===== config.mk =====
export PLATFORM = sky130hd
export DESIGN_NAME = gn3_queue
export DESIGN_NICKNAME = d
export VERILOG_FILES = /design/src/rtl/gn3_pkg.sv /design/src/rtl/gn3_queue.sv
export SDC_FILE = /design/constraint.sdc
export NUM_CORES = 1
export LEC_CHECK = 0
export ABC_CLOCK_PERIOD_IN_PS = 9350
export BUFFER_PORTS_ARGS = -buffer_cell sky130_fd_sc_hd__buf_4
export CORE_MARGIN = 2
export CORE_UTILIZATION = 58
export CTS_BUF_LIST = sky130_fd_sc_hd__clkbuf_8
export CTS_CLUSTER_DIAMETER = 100
export DETAILED_ROUTE_END_ITERATION = 8
export GPL_ROUTABILITY_DRIVEN = 1
export PLACE_DENSITY = 0.8
export SETUP_SLACK_MARGIN = 0.4
export SYNTH_ARGS = -nofsm -noshare
export SYNTH_HDL_FRONTEND = slang
export SYNTH_SLANG_ARGS = --single-unit

===== constraint.sdc =====
create_clock -name clk -period 9.35 [get_ports clk]
set_clock_uncertainty 0.2 [all_clocks]
set_input_delay 0 -clock clk [delete_from_list [all_inputs] [get_ports clk]]
set_output_delay 0 -clock clk [all_outputs]
set_load 0.05 [all_outputs]

===== src/rtl/gn3_pkg.sv =====
// Shared types, constants and the fixed permutation table for the gradient noise unit.
package gn3_pkg;

	localparam int GN3_TABLE_SIZE = 256;
	localparam int GN3_IDX_W      = $clog2(GN3_TABLE_SIZE);
	localparam int GN3_FRAC_BITS  = 16;
	localparam int GN3_QDEPTH     = 4;
	localparam int GN3_DOT_W      = 36;

	// Fixed hash permutation
	localparam logic [7:0] GN3_PERM [GN3_TABLE_SIZE] = '{
		8'd225,8'd155,8'd210,8'd108,8'd175,8'd199,8'd221,8'd144,
		8'd203,8'd116,8'd70,8'd213,8'd69,8'd158,8'd33,8'd252,
		8'd5,8'd82,8'd173,8'd133,8'd222,8'd139,8'd174,8'd27,
		8'd9,8'd71,8'd90,8'd246,8'd75,8'd130,8'd91,8'd191,
		8'd169,8'd138,8'd2,8'd151,8'd194,8'd235,8'd81,8'd7,
		8'd25,8'd113,8'd228,8'd159,8'd205,8'd253,8'd134,8'd142,
		8'd248,8'd65,8'd224,8'd217,8'd22,8'd121,8'd229,8'd63,
		8'd89,8'd103,8'd96,8'd104,8'd156,8'd17,8'd201,8'd129,
		8'd36,8'd8,8'd165,8'd110,8'd237,8'd117,8'd231,8'd56,
		8'd132,8'd211,8'd152,8'd20,8'd181,8'd111,8'd239,8'd218,
		8'd170,8'd163,8'd51,8'd172,8'd157,8'd47,8'd80,8'd212,
		8'd176,8'd250,8'd87,8'd49,8'd99,8'd242,8'd136,8'd189,
		8'd162,8'd115,8'd44,8'd43,8'd124,8'd94,8'd150,8'd16,
		8'd141,8'd247,8'd32,8'd10,8'd198,8'd223,8'd255,8'd72,
		8'd53,8'd131,8'd84,8'd57,8'd220,8'd197,8'd58,8'd50,
		8'd208,8'd11,8'd241,8'd28,8'd3,8'd192,8'd62,8'd202,
		8'd18,8'd215,8'd153,8'd24,8'd76,8'd41,8'd15,8'd179,
		8'd39,8'd46,8'd55,8'd6,8'd128,8'd167,8'd23,8'd188,
		8'd106,8'd34,8'd187,8'd140,8'd164,8'd73,8'd112,8'd182,
		8'd244,8'd195,8'd227,8'd13,8'd35,8'd77,8'd196,8'd185,
		8'd26,8'd200,8'd226,8'd119,8'd31,8'd123,8'd168,8'd125,
		8'd249,8'd68,8'd183,8'd230,8'd177,8'd135,8'd160,8'd180,
		8'd12,8'd1,8'd243,8'd148,8'd102,8'd166,8'd38,8'd238,
		8'd251,8'd37,8'd240,8'd126,8'd64,8'd74,8'd161,8'd40,
		8'd184,8'd149,8'd171,8'd178,8'd101,8'd66,8'd29,8'd59,
		8'd146,8'd61,8'd254,8'd107,8'd42,8'd86,8'd154,8'd4,
		8'd236,8'd232,8'd120,8'd21,8'd233,8'd209,8'd45,8'd98,
		8'd193,8'd114,8'd78,8'd19,8'd206,8'd14,8'd118,8'd127,
		8'd48,8'd79,8'd147,8'd85,8'd30,8'd207,8'd219,8'd54,
		8'd88,8'd234,8'd190,8'd122,8'd95,8'd67,8'd143,8'd109,
		8'd137,8'd214,8'd145,8'd93,8'd92,8'd100,8'd245,8'd0,
		8'd216,8'd186,8'd60,8'd83,8'd105,8'd97,8'd204,8'd52};

	typedef enum logic {
		FUNC_EVAL = 1'b0,
		FUNC_LOAD = 1'b1
	} func_t;

	// One classified word as held in the queue
	typedef struct packed {
		func_t                 func;
		logic [GN3_IDX_W-1:0]  cell_x;
		logic [GN3_IDX_W-1:0]  cell_y;
		logic [GN3_IDX_W-1:0]  cell_z;
		logic [15:0]           frac_x;
		logic [15:0]           frac_y;
		logic [15:0]           frac_z;
		logic [GN3_IDX_W-1:0]  slot;
		logic signed [15:0]    gx;
		logic signed [15:0]    gy;
		logic signed [15:0]    gz;
	} item_t;

	function automatic logic [7:0] perm(input logic [GN3_IDX_W-1:0] i);
		return GN3_PERM[i];
	endfunction

endpackage


===== src/rtl/gn3_queue.sv =====
// Short FIFO between the input side and the evaluation pipeline.
module gn3_queue (
	input  logic            clk,
	input  logic            arst_n,
	input  logic            push,
	input  gn3_pkg::item_t  push_item,
	output logic            full,
	input  logic            pop,
	output logic            empty,
	output gn3_pkg::item_t  head_item
);
	import gn3_pkg::*;

	localparam int PW = $clog2(GN3_QDEPTH);
	localparam int CW = $clog2(GN3_QDEPTH + 1);

	item_t           buf_q [GN3_QDEPTH];
	logic [PW-1:0]   wr_ptr_q;
	logic [PW-1:0]   rd_ptr_q;
	logic [CW-1:0]   cnt_q;

	assign full      = (cnt_q == CW'(GN3_QDEPTH));
	assign empty     = (cnt_q == '0);
	assign head_item = buf_q[rd_ptr_q];

	// Storage, no reset
	always_ff @(posedge clk) begin
		if (push) begin
			buf_q[wr_ptr_q] <= push_item;
		end
	end

	// Pointers and fill count
	always_ff @(posedge clk or negedge arst_n) begin
		if (!arst_n) begin
			wr_ptr_q <= '0;
			rd_ptr_q <= '0;
			cnt_q    <= '0;
		end else begin
			if (push) begin
				wr_ptr_q <= wr_ptr_q + 1'b1;
			end
			if (pop) begin
				rd_ptr_q <= rd_ptr_q + 1'b1;
			end
			if (push && !pop) begin
				cnt_q <= cnt_q + 1'b1;
			end else if (pop && !push) begin
				cnt_q <= cnt_q - 1'b1;
			end
		end
	end

`ifndef SYNTH
	a_no_pop_empty: assert property (@(posedge clk) disable iff (!arst_n)
		pop |-> !empty) else $error("pop from empty queue");
	a_no_push_full: assert property (@(posedge clk) disable iff (!arst_n)
		full |-> !push) else $error("push into full queue");
	a_cnt_track: assert property (@(posedge clk) disable iff (!arst_n)
		(push && !pop) |=> (cnt_q == $past(cnt_q) + 1'b1))
		else $error("fill count lost a push");
	a_cnt_range: assert property (@(posedge clk) disable iff (!arst_n)
		cnt_q <= CW'(GN3_QDEPTH)) else $error("fill count beyond depth");
`endif

endmodule


# Yosys cells after proc, flatten, opt, wreduce, memory -nomap -nowiden
# Memory sizes are Yosys's and may differ from the RTL's.
# Index checks and enable logic that the tools add are counted.
[word_totals]
register_bits = 7
mem_bits_rw = 516
inputBits = 133
output_inout_bits = 131
word_cells = 19
mem_count = 1
[op_classes]
addsub = 4
eq_ne = 1
muxes = 4
reduce_logical = 6
[memory_table]
columns = ["name", "depth", "width", "read_ports", "rd_clocked_by_memory_dff", "write_ports", "line_no", "rtl"]
rows = [
  ["buf_q", 4, 129, 1, 0, 1, "gn3_queue.sv:17", "item_t buf_q [GN3_QDEPTH];"],
]
[op_table]
columns = ["operator", "n"]
rows = [
  ["$mux W3", 2],
  ["$add A2 B1 Y2 const B", 2],
  ["$add A3 B1 Y3 const B", 1],
  ["$eq A3 B3 Y1 const B", 1],
  ["$logic_not A3 Y1", 1],
  ["$sub A3 B1 Y3 const B", 1],
  ["$logic_and A1 B1 Y1", 2],
  ["$logic_not A1 Y1", 2],
  ["$mux W1", 2],
  ["$reduce_bool A2 Y1", 1],
]

# Longest topological paths before layout
[depth]
depth_word = 4
depth_mapped = 7
depth_no_buf = 7

# Worst setup path before layout
# OpenSTA, ideal clock, no wires.
[synth_path]
path_type = "flip-flop to flip-flop"
start = "reg wr_ptr_q[0]"
end = "mem buf_q[2][0] in the netlist's numbering, enable pin"
setup_ps = 503
t_arrival_ps = 3575
required_time_ps = 8647
setup_slack_ps = 5071
stages_incl_launch_ff = 4
n_path_buf = 0
synth_period_minus_slack_ps = 4279
cell_sequence = "dfrtp_1 inv_1 ha_1 and2_1"
[synth_lines]
columns = ["element", "line_no", "rtl"]
rows = [
  ["start, declared", "gn3_queue.sv:18", "logic [PW-1:0] wr_ptr_q;"],
  ["start signal, assigned", "gn3_queue.sv:41", "wr_ptr_q <= wr_ptr_q + 1'b1;"],
  ["end, declared", "gn3_queue.sv:17", ""],
]
# No word-level cell before the write port.

==> metrics.md <==
| Metric | Value |
|---|---|
| Wire per inst | 22.6 um |
| Pre-Repair DR Iteration Count | 5 |
| Hold_buf cts | 264 |
| Worst Path Required | 9.15 ns |
| Number of setup buffers added after CTS | 0 |
| Pleak | 9.02 nW |
| Reg2Reg Launch Point | wr_ptr_q[1]$_DFFE_PN0P_ |
| Clk_lat worst skew | 0.60 ns |
| Final setup TNS | 0 ns |
| Min cycle time layout | 3.56 ns |
| Commonest non-fill, non-tap cell in the layout | edfxtp_1 |
| Design Power | 0.00841 W |
| Largest area contributor in the netlist | edfxtp_1 |
| Port bufs | 263 |
| Largest net degree at the start of global routing | 67 |
| Final Non-Filler Cells | 1,807 |
| Worst r2r dst | buf_q[1][110]$_DFFE_PP_ |
| RSZ-0062 raised after global routing | false |
| Layout area overhead | 34.2% |
| Worst Setup End Kind | output pin |
| Cts bufs inserted | 81 |
| Peak VDD IR | 0.211 mV |
| Post-Syn Nets | 847 |
| Dpl cells | 1,392 |
| Comb power frac | 40.7% |
| Clock Path Buffers | 3 |
| Vias in the first global route | 10.7k |
| GRT Total Usage | 24.4% |
| Synthesis-stage register bit count | 523 |
| Share of the yosys chip area belonging to registers | 82.5% |
| Placed Area | 21,400 um2 |
| Crit Path Class | reg -> out |
| Top cell type's share of synthesized area | 81.5% |
| Total power divided by cell area | 330 nW/um2 |
| Syn_area_per_cell | 26.8 um2 |
| Nets | 1,436 |
| Antenna violations before repair | 5 |
| Die X-Extent | 185 um |
| Distinct cell type count after synthesis | 20 |
| Die ar. | 34,200 um2 |
| Relative slew slack | 29.6% |
| Via count | 9,783 |
| Crit Path Max Fanout | 48 |
| Syn Inst Count | 708 |
| Die Height | 185 um |
| Max-slew violations | 0 |
| Flop pwr share | 38.7% |
| GR Overflow Total | 0 |
| CTS sink cnt | 523 |
| Reg2reg setup slack | 6.18 ns |
| Post-detail-place hpwl | 20.1 mm |
| Reg2Reg Depth | 4 |
| Total wire length | 40.8 mm |
| Max_cap viols | 0 |
| Setup-failing EPs final | 0 |
| Worst-path clk slew | 0.06 ns |
| Vias per cell | 5.41 |
| Sw Share | 39.0% |
| Clock H-tree levels | 3 |
| IO Pins | 264 |
| Fin worst setup slack | 5.79 ns |
| Post-Synthesis Cell Area | 19,000 um2 |
| Starting DRT DRC Count | 675 |
| Synth warn | 0 |
| Outcome | finished clean |
| P_sw | 0.00328 W |
| Critical path origin | rd_ptr_q[0]$_DFFE_PN0P_ |
| Core ar. | 32,400 um2 |
| Pre-CTS WS | 6.25 ns |
| Final hold vios | 0 |
| Wire length of the first global-routing pass | 61.2 mm |
| Residual DRC count | 0 |
| Final Cell Area | 25,500 um2 |
| CTS tree | yes |
| Fmax | 281 MHz |
| RD Place Congestion | 0.714 |
| Actual slew at the worst max-slew pin | 1.06 ns |
| Final cycle utilization of the critical path | 38.1% |
| Share of layout cells above drive strength 1 | 37.1% |
| Antenna-violating nets left | 0 |
| # rows | 66 |
| CTS-repair resized insts | 0 |
| Clock network fraction of design power | 20.6% |
| Crit path to | head_item[62] |
| Initial core utilization | 58.7% |
| Worst min path class | in -> reg |
| P_int | 0.00513 W |
| Synth top area cells | edfxtp_1 82%, mux4_2 15%, dfrtp_1 0.92% |
| Commonest cells after routing, fill and taps aside | 516 x edfxtp_1, 271 x buf_4, 264 x dlygate4sd3_1, 129 x mux4_2, 84 x clkbuf_8 |
| Startpoint Class | flip-flop |
| WP data arrival | 3.36 ns |
| Root buf cell | clkbuf_8 |
worst min path at each step:
stage | start | to | slack [ns] | cells after the start
after floorplan | arst_n | cnt_q[0]$_DFFE_PN0P_ | -0.50 | 0
after global routing | pop | rd_ptr_q[1]$_DFFE_PN0P_ | 0.08 | 4
final | pop | rd_ptr_q[1]$_DFFE_PN0P_ | 0.05 | 4
after CTS | pop | rd_ptr_q[1]$_DFFE_PN0P_ | 0.02 | 4
after global placement | arst_n | cnt_q[1]$_DFFE_PN0P_ | -0.39 | 1
after detailed placement | arst_n | cnt_q[1]$_DFFE_PN0P_ | -0.38 | 1
flip-flops by register name, indices dropped and copies added, names as in the netlist:
signal and cells:
cnt_q 3, rd_ptr_q 2, buf_q 516, wr_ptr_q 2
final cells by class:
class	instances	area, um2
clock inverter	61	290
inverter	4	15.0
timing repair buffer	535	4680
multi-input combinational	152	3120
fill	1574	6870
sequential	523	15700
tap	442	553
clock buffer	84	1160
antenna	6	15.0
stage by stage:
stage               hold slack (ns)  util (%)
detailed placement           -0.384      66.1
finish                       0.0510      78.8
global route                 0.0765      78.8
CTS                          0.0160      78.7
global placement             -0.385      66.1
floorplan                    -0.496         -
per-layer routing:
layer	wire, um	vias to the layer above	global-route usage, %	part of all wire, %
li1	-	4281	-	-
met1	14800	5046	29.4	36
met2	22000	385	42.8	54
met3	2900	71	6.55	7.1
met4	1090	0	8.73	2.7
met5	0	-	0	0
worst max-delay path, cell delays in order (launching register included):
cell,delay (ns)
dfrtp_4,0.98
buf_4,0.85
mux4_2,0.64
buf_4,0.21
kinds of logic (layout without fill, tap and decap cells):
| family | count (synthesis) | after routing | share of synthesized area, % |
|---|---|---|---|
| other | 0 | 6 | 0 |
| AO/OA/AOI/OAI | 1 | 1 | 0.0263 |
| multiplexers | 130 | 130 | 15.3 |
| buffers and inverters | 33 | 684 | 1.20 |
| AND/OR/NAND/NOR | 9 | 9 | 0.257 |
| flip-flops | 523 | 523 | 82.5 |
| adder cells (fa/ha/maj) | 6 | 6 | 0.435 |
| XOR/XNOR | 6 | 6 | 0.277 |
synth_stat cells (all sizes together):
cell / number
buf: 28
fa: 1
dfrtp: 7
xor2: 4
and2: 4
o21ai: 1
xnor2: 2
mux4: 129
nand2: 2
mux2: 1
nor3b: 1
edfxtp: 516
inv: 4
nor3: 1
clkbuf: 1
nor2: 1
ha: 5
power by group through the flow:
stage / logic (W) / registers [W] / clock network (W)
2_1_floorplan: 0.00252 / 0.00323 / 0
6_report: 0.00342 / 0.00326 / 0.00173
3_3_place_gp: 0.00332 / 0.00326 / 0
4_1_cts: 0.00343 / 0.00325 / 0.00173
5_1_grt: 0.00356 / 0.00329 / 0.00187
3_5_place_dp: 0.00334 / 0.00329 / 0
(Power assumes the default switching activity.)
